--- src/hdl/ccg_pkg.sv ---
// Shared types, widths, register codes and reset values for the crossing count trigger gate.
`timescale 1ns / 1ps

package ccg_pkg;

	localparam int SAMPLE_W   = 16;
	localparam int LEVEL_W    = 15;
	localparam int TOTAL_W    = 19;
	localparam int SPAN_W     = 7;
	localparam int FRAME_W    = 48;
	localparam int CFG_IDX_W  = 3;
	localparam int CFG_DATA_W = 19;

	localparam int DEF_MAX_SPAN   = 64;
	localparam int DEF_MAX_BUFFER = 4096;
	localparam int QUEUE_DEPTH    = 4;

	// Register indexes of the configuration port.
	localparam logic [CFG_IDX_W-1:0] CFG_OPEN_LEVEL  = CFG_IDX_W'(0);
	localparam logic [CFG_IDX_W-1:0] CFG_CLOSE_LEVEL = CFG_IDX_W'(1);
	localparam logic [CFG_IDX_W-1:0] CFG_OPEN_NEEDED = CFG_IDX_W'(2);
	localparam logic [CFG_IDX_W-1:0] CFG_CLOSE_LIMIT = CFG_IDX_W'(3);
	localparam logic [CFG_IDX_W-1:0] CFG_OPEN_SPAN   = CFG_IDX_W'(4);
	localparam logic [CFG_IDX_W-1:0] CFG_CLOSE_SPAN  = CFG_IDX_W'(5);

	localparam logic [LEVEL_W-1:0] RST_OPEN_LEVEL  = LEVEL_W'(3277);
	localparam logic [LEVEL_W-1:0] RST_CLOSE_LEVEL = LEVEL_W'(1638);
	localparam logic [TOTAL_W-1:0] RST_OPEN_NEEDED = TOTAL_W'(10);
	localparam logic [TOTAL_W-1:0] RST_CLOSE_LIMIT = TOTAL_W'(5);
	localparam logic [SPAN_W-1:0]  RST_OPEN_SPAN   = SPAN_W'(8);
	localparam logic [SPAN_W-1:0]  RST_CLOSE_SPAN  = SPAN_W'(16);

	typedef struct packed {
		logic signed [SAMPLE_W-1:0] sample;
		logic                       ends_buffer;
	} in_item_t;

	typedef struct packed {
		logic               gate_open;
		logic [TOTAL_W-1:0] open_total;
		logic [TOTAL_W-1:0] close_total;
		logic [FRAME_W-1:0] frames_seen;
	} out_item_t;

	typedef struct packed {
		logic [TOTAL_W-1:0] open_needed;
		logic [TOTAL_W-1:0] close_limit;
		logic [SPAN_W-1:0]  open_span;
		logic [SPAN_W-1:0]  close_span;
	} gate_cfg_t;

	typedef struct packed {
		logic open_ring;
		logic close_ring;
	} ring_clr_t;

	// Saturation point of one per-buffer crossing count.
	function automatic int cnt_cap(input int max_buffer);
		return 2 * (max_buffer - 1);
	endfunction

endpackage

--- src/hdl/ccg_front.sv ---
// Front end: accepts samples, counts level crossings per buffer and emits one record per buffer.
`timescale 1ns / 1ps

module ccg_front #(
	parameter int  MaxBuffer = ccg_pkg::DEF_MAX_BUFFER,
	localparam int CntW      = $clog2(ccg_pkg::cnt_cap(MaxBuffer) + 1)
) (
	input  logic                           clk,
	input  logic                           arst_n,
	input  logic                           sample_valid,
	output logic                           sample_stall,
	input  ccg_pkg::in_item_t              sample_item,
	input  logic [ccg_pkg::LEVEL_W-1:0]    open_level,
	input  logic [ccg_pkg::LEVEL_W-1:0]    close_level,
	output logic                           rec_push,
	input  logic                           rec_ready,
	output logic [CntW-1:0]                rec_open_cnt,
	output logic [CntW-1:0]                rec_close_cnt,
	output logic [ccg_pkg::FRAME_W-1:0]    rec_frame
);
	import ccg_pkg::*;

	localparam int CntW1 = CntW + 1;
	localparam logic [CntW1-1:0] Cap = CntW1'(cnt_cap(MaxBuffer));

	logic signed [SAMPLE_W-1:0] prev_q;
	logic                       prev_v_q;
	logic [CntW-1:0]            ocnt_q;
	logic [CntW-1:0]            ccnt_q;
	logic [FRAME_W-1:0]         frame_q;

	logic                       accept;
	logic [CntW-1:0]            ocnt_n;
	logic [CntW-1:0]            ccnt_n;
	logic [FRAME_W-1:0]         frame_n;

	// Strict crossings of +level and -level between two neighboring samples.
	function automatic logic [1:0] pair_cross(input logic signed [SAMPLE_W:0] a,
			input logic signed [SAMPLE_W:0] b, input logic [LEVEL_W-1:0] level);
		logic signed [SAMPLE_W:0] lp;
		logic signed [SAMPLE_W:0] ln;
		logic                     up;
		logic                     dn;
		lp = signed'({2'b00, level});
		ln = -lp;
		up = ((a < lp) && (lp < b)) || ((b < lp) && (lp < a));
		dn = ((a < ln) && (ln < b)) || ((b < ln) && (ln < a));
		return {1'b0, up} + {1'b0, dn};
	endfunction

	function automatic logic [CntW-1:0] add_sat(input logic [CntW-1:0] c,
			input logic [1:0] n);
		logic [CntW1-1:0] s;
		s = {1'b0, c} + CntW1'(n);
		if (s > Cap) begin
			s = Cap;
		end
		return s[CntW-1:0];
	endfunction

	assign accept       = sample_valid && rec_ready;
	assign sample_stall = !rec_ready;
	assign frame_n      = frame_q + FRAME_W'(1);

	always_comb begin
		logic signed [SAMPLE_W:0] a;
		logic signed [SAMPLE_W:0] b;
		a = {prev_q[SAMPLE_W-1], prev_q};
		b = {sample_item.sample[SAMPLE_W-1], sample_item.sample};
		ocnt_n = ocnt_q;
		ccnt_n = ccnt_q;
		if (prev_v_q) begin
			ocnt_n = add_sat(ocnt_q, pair_cross(a, b, open_level));
			ccnt_n = add_sat(ccnt_q, pair_cross(a, b, close_level));
		end
	end

	assign rec_push      = accept && sample_item.ends_buffer;
	assign rec_open_cnt  = ocnt_n;
	assign rec_close_cnt = ccnt_n;
	assign rec_frame     = frame_n;

	always_ff @(posedge clk or negedge arst_n) begin
		if (!arst_n) begin
			prev_q   <= '0;
			prev_v_q <= 1'b0;
			ocnt_q   <= '0;
			ccnt_q   <= '0;
			frame_q  <= '0;
		end else if (accept) begin
			frame_q <= frame_n;
			prev_q  <= sample_item.sample;
			if (sample_item.ends_buffer) begin
				prev_v_q <= 1'b0;
				ocnt_q   <= '0;
				ccnt_q   <= '0;
			end else begin
				prev_v_q <= 1'b1;
				ocnt_q   <= ocnt_n;
				ccnt_q   <= ccnt_n;
			end
		end
	end

endmodule

--- src/hdl/ccg_queue.sv ---
// Short first-in first-out queue for buffer records between the front and back ends.
`timescale 1ns / 1ps

module ccg_queue #(
	parameter int  Width = 8,
	parameter int  Depth = ccg_pkg::QUEUE_DEPTH,
	localparam int AW    = (Depth > 1) ? $clog2(Depth) : 1,
	localparam int CW    = $clog2(Depth + 1)
) (
	input  logic             clk,
	input  logic             arst_n,
	input  logic             push,
	output logic             push_ready,
	input  logic [Width-1:0] push_data,
	output logic             pop_valid,
	input  logic             pop,
	output logic [Width-1:0] pop_data
);
	import ccg_pkg::*;

	logic [Width-1:0] slot_q [Depth];
	logic [AW-1:0]    wr_q;
	logic [AW-1:0]    rd_q;
	logic [CW-1:0]    cnt_q;
	logic             push_ok;
	logic             pop_ok;

	assign push_ready = (cnt_q != CW'(Depth));
	assign pop_valid  = (cnt_q != '0);
	assign pop_data   = slot_q[rd_q];
	assign push_ok    = push && push_ready;
	assign pop_ok     = pop && pop_valid;

	function automatic logic [AW-1:0] ptr_next(input logic [AW-1:0] p);
		return (p == AW'(Depth - 1)) ? '0 : p + AW'(1);
	endfunction

	always_ff @(posedge clk) begin
		if (push_ok) begin
			slot_q[wr_q] <= push_data;
		end
	end

	always_ff @(posedge clk or negedge arst_n) begin
		if (!arst_n) begin
			wr_q  <= '0;
			rd_q  <= '0;
			cnt_q <= '0;
		end else begin
			if (push_ok) begin
				wr_q <= ptr_next(wr_q);
			end
			if (pop_ok) begin
				rd_q <= ptr_next(rd_q);
			end
			if (push_ok && !pop_ok) begin
				cnt_q <= cnt_q + CW'(1);
			end else if (pop_ok && !push_ok) begin
				cnt_q <= cnt_q - CW'(1);
			end
		end
	end

`ifndef SYNTHESIS
	a_cnt_bound: assert property (@(posedge clk) disable iff (!arst_n)
		cnt_q <= CW'(Depth)) else $error("queue count above depth");
	a_cnt_up: assert property (@(posedge clk) disable iff (!arst_n)
		(push_ok && !pop_ok) |=> (cnt_q == $past(cnt_q) + CW'(1)))
		else $error("queue count missed a push");
	a_cnt_down: assert property (@(posedge clk) disable iff (!arst_n)
		(pop_ok && !push_ok) |=> (cnt_q == $past(cnt_q) - CW'(1)))
		else $error("queue count missed a pop");
`endif

endmodule

--- src/hdl/ccg_ring.sv ---
// Window ring: stores per-buffer counts in a memory and keeps their running sum.
`timescale 1ns / 1ps

module ccg_ring #(
	parameter int  MaxSpan   = ccg_pkg::DEF_MAX_SPAN,
	parameter int  MaxBuffer = ccg_pkg::DEF_MAX_BUFFER,
	localparam int CntW      = $clog2(ccg_pkg::cnt_cap(MaxBuffer) + 1),
	localparam int SumW      = $clog2(MaxSpan * ccg_pkg::cnt_cap(MaxBuffer) + 1),
	localparam int PosW      = (MaxSpan > 1) ? $clog2(MaxSpan) : 1
) (
	input  logic                        clk,
	input  logic                        arst_n,
	input  logic                        clr,
	input  logic [ccg_pkg::SPAN_W-1:0]  span,
	input  logic                        load,
	input  logic [CntW-1:0]             load_val,
	input  logic                        commit,
	output logic [SumW-1:0]             sum_next
);
	import ccg_pkg::*;

	localparam int CmpW = PosW + SPAN_W + 1;
	localparam logic [SumW-1:0] SumMax = SumW'(MaxSpan * cnt_cap(MaxBuffer));

	logic [CntW-1:0] mem [MaxSpan];
	logic [PosW-1:0] pos_q;
	logic            live_q;
	logic [SumW-1:0] sum_q;
	logic [PosW-1:0] pos_s1;
	logic [CntW-1:0] val_s1;
	logic [CntW-1:0] rd_q;
	logic            rdv_q;

	logic [CmpW-1:0] span_used;
	logic [CmpW-1:0] pos_inc;
	logic            wrap;
	logic            fwd;
	logic [CntW-1:0] old_val;

	always_comb begin
		span_used = CmpW'(span);
		if (span_used == '0) begin
			span_used = CmpW'(1);
		end else if (span_used > CmpW'(MaxSpan)) begin
			span_used = CmpW'(MaxSpan);
		end
	end

	assign pos_inc  = CmpW'(pos_q) + CmpW'(1);
	assign wrap     = (pos_inc >= span_used);
	// A record still in the commit stage writes the slot being read right now.
	assign fwd      = commit && (pos_s1 == pos_q);
	assign old_val  = rdv_q ? rd_q : '0;
	assign sum_next = sum_q - SumW'(old_val) + SumW'(val_s1);

	always_ff @(posedge clk) begin
		if (commit) begin
			mem[pos_s1] <= val_s1;
		end
		if (load) begin
			pos_s1 <= pos_q;
			val_s1 <= load_val;
			rd_q   <= fwd ? val_s1 : mem[pos_q];
		end
	end

	always_ff @(posedge clk or negedge arst_n) begin
		if (!arst_n) begin
			pos_q  <= '0;
			live_q <= 1'b0;
			sum_q  <= '0;
			rdv_q  <= 1'b0;
		end else if (clr) begin
			pos_q  <= '0;
			live_q <= 1'b0;
			sum_q  <= '0;
		end else begin
			if (commit) begin
				sum_q <= sum_next;
			end
			if (load) begin
				rdv_q <= fwd || live_q;
				if (wrap) begin
					pos_q  <= '0;
					live_q <= 1'b1;
				end else begin
					pos_q <= pos_inc[PosW-1:0];
				end
			end
		end
	end

`ifndef SYNTHESIS
	a_pos_in_span: assert property (@(posedge clk) disable iff (!arst_n)
		CmpW'(pos_q) < span_used) else $error("ring position outside span");
	a_sum_bound: assert property (@(posedge clk) disable iff (!arst_n)
		sum_q <= SumMax) else $error("ring sum above window bound");
	a_forward: assert property (@(posedge clk) disable iff (!arst_n)
		(load && fwd && !clr) |=> rdv_q) else $error("forwarded slot not marked live");
`endif

endmodule

--- src/hdl/ccg_back.sv ---
// Back end: pushes buffer records into both window rings, updates the gate, holds the result.
`timescale 1ns / 1ps

module ccg_back #(
	parameter int  MaxSpan   = ccg_pkg::DEF_MAX_SPAN,
	parameter int  MaxBuffer = ccg_pkg::DEF_MAX_BUFFER,
	localparam int CntW      = $clog2(ccg_pkg::cnt_cap(MaxBuffer) + 1)
) (
	input  logic                        clk,
	input  logic                        arst_n,
	input  ccg_pkg::gate_cfg_t          cfg,
	input  ccg_pkg::ring_clr_t          clr,
	input  logic                        rec_valid,
	output logic                        rec_pop,
	input  logic [CntW-1:0]             rec_open_cnt,
	input  logic [CntW-1:0]             rec_close_cnt,
	input  logic [ccg_pkg::FRAME_W-1:0] rec_frame,
	output logic                        result_valid,
	input  logic                        result_stall,
	output ccg_pkg::out_item_t          result_item
);
	import ccg_pkg::*;

	localparam int SumW = $clog2(MaxSpan * cnt_cap(MaxBuffer) + 1);
	localparam int TotW = (SumW > TOTAL_W) ? SumW : TOTAL_W;

	logic               s1_v_q;
	logic [FRAME_W-1:0] frame_s1;
	logic               gate_q;
	logic               out_v_q;
	out_item_t          out_q;

	logic               s1_adv;
	logic               commit;
	logic [SumW-1:0]    osum_n;
	logic [SumW-1:0]    csum_n;
	logic [TotW-1:0]    osum_x;
	logic [TotW-1:0]    csum_x;
	logic               open_hit;
	logic               gate_n;

	assign s1_adv  = !out_v_q || !result_stall;
	assign commit  = s1_v_q && s1_adv;
	assign rec_pop = rec_valid && (!s1_v_q || s1_adv);

	ccg_ring #(.MaxSpan(MaxSpan), .MaxBuffer(MaxBuffer)) u_open_ring (
		.clk      (clk),
		.arst_n   (arst_n),
		.clr      (clr.open_ring),
		.span     (cfg.open_span),
		.load     (rec_pop),
		.load_val (rec_open_cnt),
		.commit   (commit),
		.sum_next (osum_n)
	);

	ccg_ring #(.MaxSpan(MaxSpan), .MaxBuffer(MaxBuffer)) u_close_ring (
		.clk      (clk),
		.arst_n   (arst_n),
		.clr      (clr.close_ring),
		.span     (cfg.close_span),
		.load     (rec_pop),
		.load_val (rec_close_cnt),
		.commit   (commit),
		.sum_next (csum_n)
	);

	assign osum_x   = TotW'(osum_n);
	assign csum_x   = TotW'(csum_n);
	assign open_hit = osum_x >= TotW'(cfg.open_needed);

	// A closed gate follows the open check; an open gate that fails it closes
	// only once the close window has gone quiet enough.
	always_comb begin
		gate_n = gate_q;
		if (!gate_q) begin
			gate_n = open_hit;
		end else if (!open_hit) begin
			gate_n = !(csum_x <= TotW'(cfg.close_limit));
		end
	end

	always_ff @(posedge clk) begin
		if (rec_pop) begin
			frame_s1 <= rec_frame;
		end
		if (commit) begin
			out_q.gate_open   <= gate_n;
			out_q.open_total  <= osum_x[TOTAL_W-1:0];
			out_q.close_total <= csum_x[TOTAL_W-1:0];
			out_q.frames_seen <= frame_s1;
		end
	end

	always_ff @(posedge clk or negedge arst_n) begin
		if (!arst_n) begin
			s1_v_q  <= 1'b0;
			gate_q  <= 1'b0;
			out_v_q <= 1'b0;
		end else begin
			if (rec_pop) begin
				s1_v_q <= 1'b1;
			end else if (s1_adv) begin
				s1_v_q <= 1'b0;
			end
			if (s1_adv) begin
				out_v_q <= s1_v_q;
			end
			if (commit) begin
				gate_q <= gate_n;
			end
		end
	end

	assign result_valid = out_v_q;
	assign result_item  = out_q;

endmodule

--- src/hdl/crossing_count_trigger_gate_unit.sv ---
// Top level of the crossing count trigger gate: configuration registers and the two ends.
// A result becomes valid after its record passes the queue, the back end stage and its register.
// Throughput: one sample per cycle while the record queue has room, also in one-sample buffers;
// ring memories are read one buffer ahead of the sum update, forwarding when both hit one slot.
// Samples that do not end a buffer give no result and only wait when the record queue is full.
// Reset (asynchronous, active low) clears all control state and loads the register defaults;
// ring memories are not swept, unwritten slots read as zero through a wrap flag per ring.
`timescale 1ns / 1ps

module crossing_count_trigger_gate_unit #(
	parameter int MaxSpan   = ccg_pkg::DEF_MAX_SPAN,
	parameter int MaxBuffer = ccg_pkg::DEF_MAX_BUFFER
) (
	input  logic                           clk,
	input  logic                           arst_n,
	input  logic                           sample_valid,
	output logic                           sample_stall,
	input  ccg_pkg::in_item_t              sample_item,
	output logic                           result_valid,
	input  logic                           result_stall,
	output ccg_pkg::out_item_t             result_item,
	input  logic                           cfg_we,
	input  logic [ccg_pkg::CFG_IDX_W-1:0]  cfg_index,
	input  logic [ccg_pkg::CFG_DATA_W-1:0] cfg_data
);
	import ccg_pkg::*;

	// Width of one per-buffer crossing count and of one queued buffer record.
	localparam int CntW = $clog2(cnt_cap(MaxBuffer) + 1);
	localparam int RecW = 2 * CntW + FRAME_W;

	// Configuration registers. The span registers also clear their ring,
	// which happens in the ring itself at the same clock edge as the write.
	logic [LEVEL_W-1:0] open_level_q;
	logic [LEVEL_W-1:0] close_level_q;
	gate_cfg_t          cfg_q;
	ring_clr_t          clr;

	always_ff @(posedge clk or negedge arst_n) begin
		if (!arst_n) begin
			open_level_q      <= RST_OPEN_LEVEL;
			close_level_q     <= RST_CLOSE_LEVEL;
			cfg_q.open_needed <= RST_OPEN_NEEDED;
			cfg_q.close_limit <= RST_CLOSE_LIMIT;
			cfg_q.open_span   <= RST_OPEN_SPAN;
			cfg_q.close_span  <= RST_CLOSE_SPAN;
		end else if (cfg_we) begin
			case (cfg_index)
				CFG_OPEN_LEVEL:  open_level_q      <= cfg_data[LEVEL_W-1:0];
				CFG_CLOSE_LEVEL: close_level_q     <= cfg_data[LEVEL_W-1:0];
				CFG_OPEN_NEEDED: cfg_q.open_needed <= cfg_data[TOTAL_W-1:0];
				CFG_CLOSE_LIMIT: cfg_q.close_limit <= cfg_data[TOTAL_W-1:0];
				CFG_OPEN_SPAN:   cfg_q.open_span   <= cfg_data[SPAN_W-1:0];
				CFG_CLOSE_SPAN:  cfg_q.close_span  <= cfg_data[SPAN_W-1:0];
				default: begin
				end
			endcase
		end
	end

	assign clr.open_ring  = cfg_we && (cfg_index == CFG_OPEN_SPAN);
	assign clr.close_ring = cfg_we && (cfg_index == CFG_CLOSE_SPAN);

	// Front end to queue: one record per finished buffer.
	logic               push;
	logic               push_ready;
	logic [CntW-1:0]    f_open_cnt;
	logic [CntW-1:0]    f_close_cnt;
	logic [FRAME_W-1:0] f_frame;

	ccg_front #(.MaxBuffer(MaxBuffer)) u_front (
		.clk           (clk),
		.arst_n        (arst_n),
		.sample_valid  (sample_valid),
		.sample_stall  (sample_stall),
		.sample_item   (sample_item),
		.open_level    (open_level_q),
		.close_level   (close_level_q),
		.rec_push      (push),
		.rec_ready     (push_ready),
		.rec_open_cnt  (f_open_cnt),
		.rec_close_cnt (f_close_cnt),
		.rec_frame     (f_frame)
	);

	// The queue lets the sample side keep running while a result waits.
	logic            q_valid;
	logic            q_pop;
	logic [RecW-1:0] q_data;

	ccg_queue #(.Width(RecW), .Depth(QUEUE_DEPTH)) u_queue (
		.clk        (clk),
		.arst_n     (arst_n),
		.push       (push),
		.push_ready (push_ready),
		.push_data  ({f_open_cnt, f_close_cnt, f_frame}),
		.pop_valid  (q_valid),
		.pop        (q_pop),
		.pop_data   (q_data)
	);

	// Back end: ring updates, gate decision and the result register.
	ccg_back #(.MaxSpan(MaxSpan), .MaxBuffer(MaxBuffer)) u_back (
		.clk           (clk),
		.arst_n        (arst_n),
		.cfg           (cfg_q),
		.clr           (clr),
		.rec_valid     (q_valid),
		.rec_pop       (q_pop),
		.rec_open_cnt  (q_data[RecW-1 -: CntW]),
		.rec_close_cnt (q_data[FRAME_W +: CntW]),
		.rec_frame     (q_data[FRAME_W-1:0]),
		.result_valid  (result_valid),
		.result_stall  (result_stall),
		.result_item   (result_item)
	);

endmodule
--- config.mk ---
export PLATFORM = sky130hd
export DESIGN_NAME = crossing_count_trigger_gate_unit
export DESIGN_NICKNAME = d
export VERILOG_FILES = /design/src/hdl/ccg_pkg.sv /design/src/hdl/ccg_front.sv /design/src/hdl/ccg_queue.sv /design/src/hdl/ccg_ring.sv /design/src/hdl/ccg_back.sv /design/src/hdl/crossing_count_trigger_gate_unit.sv
export SDC_FILE = /design/constraint.sdc
export NUM_CORES = 2
export LEC_CHECK = 0
export BUFFER_PORTS_ARGS = -buffer_cell sky130_fd_sc_hd__buf_2
export CAP_MARGIN = 20
export CORE_ASPECT_RATIO = 1.4
export CORE_MARGIN = 2
export CORE_UTILIZATION = 25
export CTS_CLUSTER_SIZE = 24
export DETAILED_ROUTE_END_ITERATION = 6
export PLACE_DENSITY = 0.45
export SETUP_SLACK_MARGIN = 0.4
export SKIP_LAST_GASP = 1
export SYNTH_ARGS = -nofsm -noshare
export SYNTH_HDL_FRONTEND = slang
export SYNTH_SLANG_ARGS = --single-unit
--- constraint.sdc ---
create_clock -name clk -period 6.93 [get_ports clk]
set_input_delay 0.693 -clock clk [delete_from_list [all_inputs] [get_ports clk]]
set_output_delay 0.693 -clock clk [all_outputs]
set_load 0.01 [all_outputs]
==> results.cfg <==
[timing]
finalSetupViolCount = 0
period_needed_ns = 6.042
hold_viol_final = 0
drv_slew = 0
rsz0062_at_grt = no
max_slew_margin = 0.1920
period_share = 0.8719
tightest_slew_ns = 1.208
final.setup.tns_ns = 0
holdWs_ns = 0.06513
fin_skew_ns = 0.1464
fmax_mhz = 165.5

[placement]
io_buffers = 132
dp_hpwl_mm = 183.8
globalplace.congestion = 0.8029
dp_cells = 11112

[power_and_ir_drop]
p_total_w = 0.05587
pwr_density_cell_nw_per_um2 = 477.9
vdd_drop_max_mv = 0.4824
leakage_nw = 39.10

[drt]
vias = 52791
drt-initial-drc-count = 3815
detail-route-antenna-nets = 0
wl_per_cell_um = 24.63
wl_mm = 285.2
met1Wirelength_mm = 111.6
routed.top_layer = met5
firstDrtPassIters = 7
avgViaCountPerCell = 4.559
route.detailed.drc = 0
met2_length_mm = 152.9
wl_met3_mm = 10.41

[clock_tree]
cts.path.max_buffers = 4
clockRootBuffer = clkbuf_16
tritoncts = yes
path_clk_slew_ns = 0.07
clk_latency_ns = 0.97
clock-sinks = 2396
cts_buffers = 248
post-cts-setup-buffers = 0
htreeDepth = 4

[global_routing]
grt_pass1_wl_mm = 409.4
grt_max_degree = 111
grtUsageTotal = 0.1374
gr-total-overflow = 0
antenna_found_initial = 17
grt_pass1_vias = 55538

[worst_setup_path]
end_kind = flip-flop
crit_type = reg -> reg
max_stage_delay_ns = 0.51
critical_path.slowest_cell = a2111oi_1
cp.required_ns = 7.55
cp-start-kind = flip-flop
r2r_cells = 25
critPathArrivalTime_ns = 6.66
path_max_fanout = 5

[synthesis]
ys_seq_area_frac = 0.7035
synth.top_cell.area_share = 0.6443
ys_async_sr_fraction = 0.09891
ys_warn_count = 0
synth-seq-cells = 2396
syn_avg_cell_area_um2 = 17.25
syn_nets = 6134
synth.area.top_cells = edfxtp_1 (64%), mux4_2 (12%), dfrtp_1 (5.4%)
synthCells = 5834
synth_edf_count = 2159
synth_area_um2 = 100600
synthFlopType = edfxtp_1
synth_cell_types = 88
synth_top_area_cell = edfxtp_1

[cells_and_area]
instances_no_fill = 11580
drive_above_1_share = 0.2200
fillerInstances = 39648
final_net_count = 6405
area_growth_pct = 16.18
fin_util = 0.2919
layout_commonest_cell = edfxtp_1
most-common-layout-cells = edfxtp_1 (2159), mux4_2 (516), nand2_1 (409)

[floorplan]
num_rows = 275
ios = 133
die_x_um = 540.2
die_h_um = 754.7
dieArea_um2 = 407700
core_area_um2 = 400500
initial_core_util = 0.2512

[hold_path]
hold_depth = 3
hp-class = in -> reg

[run_status]
status = complete, no violations

[run]
maxCapViolations = 0
## report_power, final
| group | total, W | internal [W] | switching (W) |
|---|---|---|---|
| registers | 0.0207 | 0.0194 | 0.00130 |
| logic | 0.0212 | 0.00746 | 0.0137 |
| clock network | 0.0140 | 0.00817 | 0.00581 |
## synthesized netlist by cell type (all sizes together), types with 56 or more instances
library cell	n
xor2	79
dfrtp	218
mux2i	84
inv	265
nand3	94
mux4	516
nand4	56
nand2	411
xnor2	103
ha	227
nor2	307
a21oi	148
clkbuf	182
buf	105
a21o	58
o21ai	142
edfxtp	2159
## cell type report
| class | instances | area, µm² | area share |
|---|---|---|---|
| Tap cell | 5263 | 6585 | 0.05633 |
| Multi-Input combinational cell | 2885 | 27870 | 0.2384 |
| Sequential cell | 2396 | 70820 | 0.6058 |
| Antenna cell | 3 | 7.507 | 0.00006422 |
| Timing Repair Buffer | 308 | 2181 | 0.01866 |
| Clock buffer | 301 | 6465 | 0.05530 |
| Inverter | 266 | 1011 | 0.008648 |
| Clock inverter | 158 | 1969 | 0.01685 |
## sequential cells by signal, indices dropped and copies added (netlist names), 15 cells and up
signal and cells:
u_back.u_close_ring.mem 832, u_back.u_open_ring.mem 832, u_queue.slot_q 296, u_back.result_item 87
cfg_q 52, u_back.frame_s1 48, u_front.frame_q 48, u_back.u_close_ring.sum_q 19
u_back.u_open_ring.sum_q 19, u_front.prev_q 16, close_level_q 15, open_level_q 15
## cells by family (layout without fill, tap and decap cells)
logic type	count (synthesis)	after routing	share of synthesized area
xor gates and xnor gates	182	182	0.01584
and+or+nand+nor	1163	1163	0.05425
AOI/OAI and AO/OA	643	643	0.04193
buffers and inverters	553	1033	0.02210
muxes	641	641	0.1284
adders and majority gates	256	256	0.03399
other	0	3	0
DFF	2396	2396	0.7035
## worst paths after layout
| kind | end | slack, ns | startpoint |
|---|---|---|---|
| max reg2reg | u_queue.slot_q[2][61]$_DFFE_PP_ | 0.89 | open_level_q[1]$_DFFE_PN0P_ |
| min in group asynchronous | u_front.frame_q[22]$_DFFE_PN0P_ | 0.41 | arst_n |
| max in group asynchronous | u_back.u_open_ring.pos_q[0]$_DFFE_PN0P_ | 5.40 | arst_n |
| min reg2reg | u_back.result_item[10]$_DFFE_PP_ | 0.38 | u_back.frame_s1[10]$_DFFE_PP_ |
| max | u_queue.slot_q[2][61]$_DFFE_PP_ | 0.89 | open_level_q[1]$_DFFE_PN0P_ |
| min | u_back.result_valid$_DFFE_PN0N_ | 0.07 | result_stall |
## metal layers
layer  vias to the layer above  GRT usage
li1                      23381          -
met1                     27888     0.1608
met2                      1108     0.2556
met3                       412    0.01782
met4                         2    0.04787
met5                         -          0
## worst max-delay path, delay by kind of cell (launching register included)
family          cells  cell delay, ns
mux                 1            0.22
buf+inv             3            0.35
fa+ha+maj           3            0.92
flops               1            0.41
xor+xnor            2            0.41
simple gates       11            2.08
compound gates      5            1.31
## repair_timing
item	CTS	global route
hold endpoints to repair	77	0
hold buffers	4	0
endpoints found under the setup margin	0	39
resized for setup	0	5
## stage by stage
| step | cell area [µm²] | worst slack (ns) |
|---|---|---|
| after floorplan | 100600 | 1.617 |
| after global placement | 108400 | 0.6364 |
| after detailed placement | 108400 | 0.7065 |
| after CTS | 116900 | 0.6099 |
| after global routing | 116900 | 0.4414 |
| final | 116900 | 0.8877 |
Note: power is estimated with default switching activity, not from simulation.
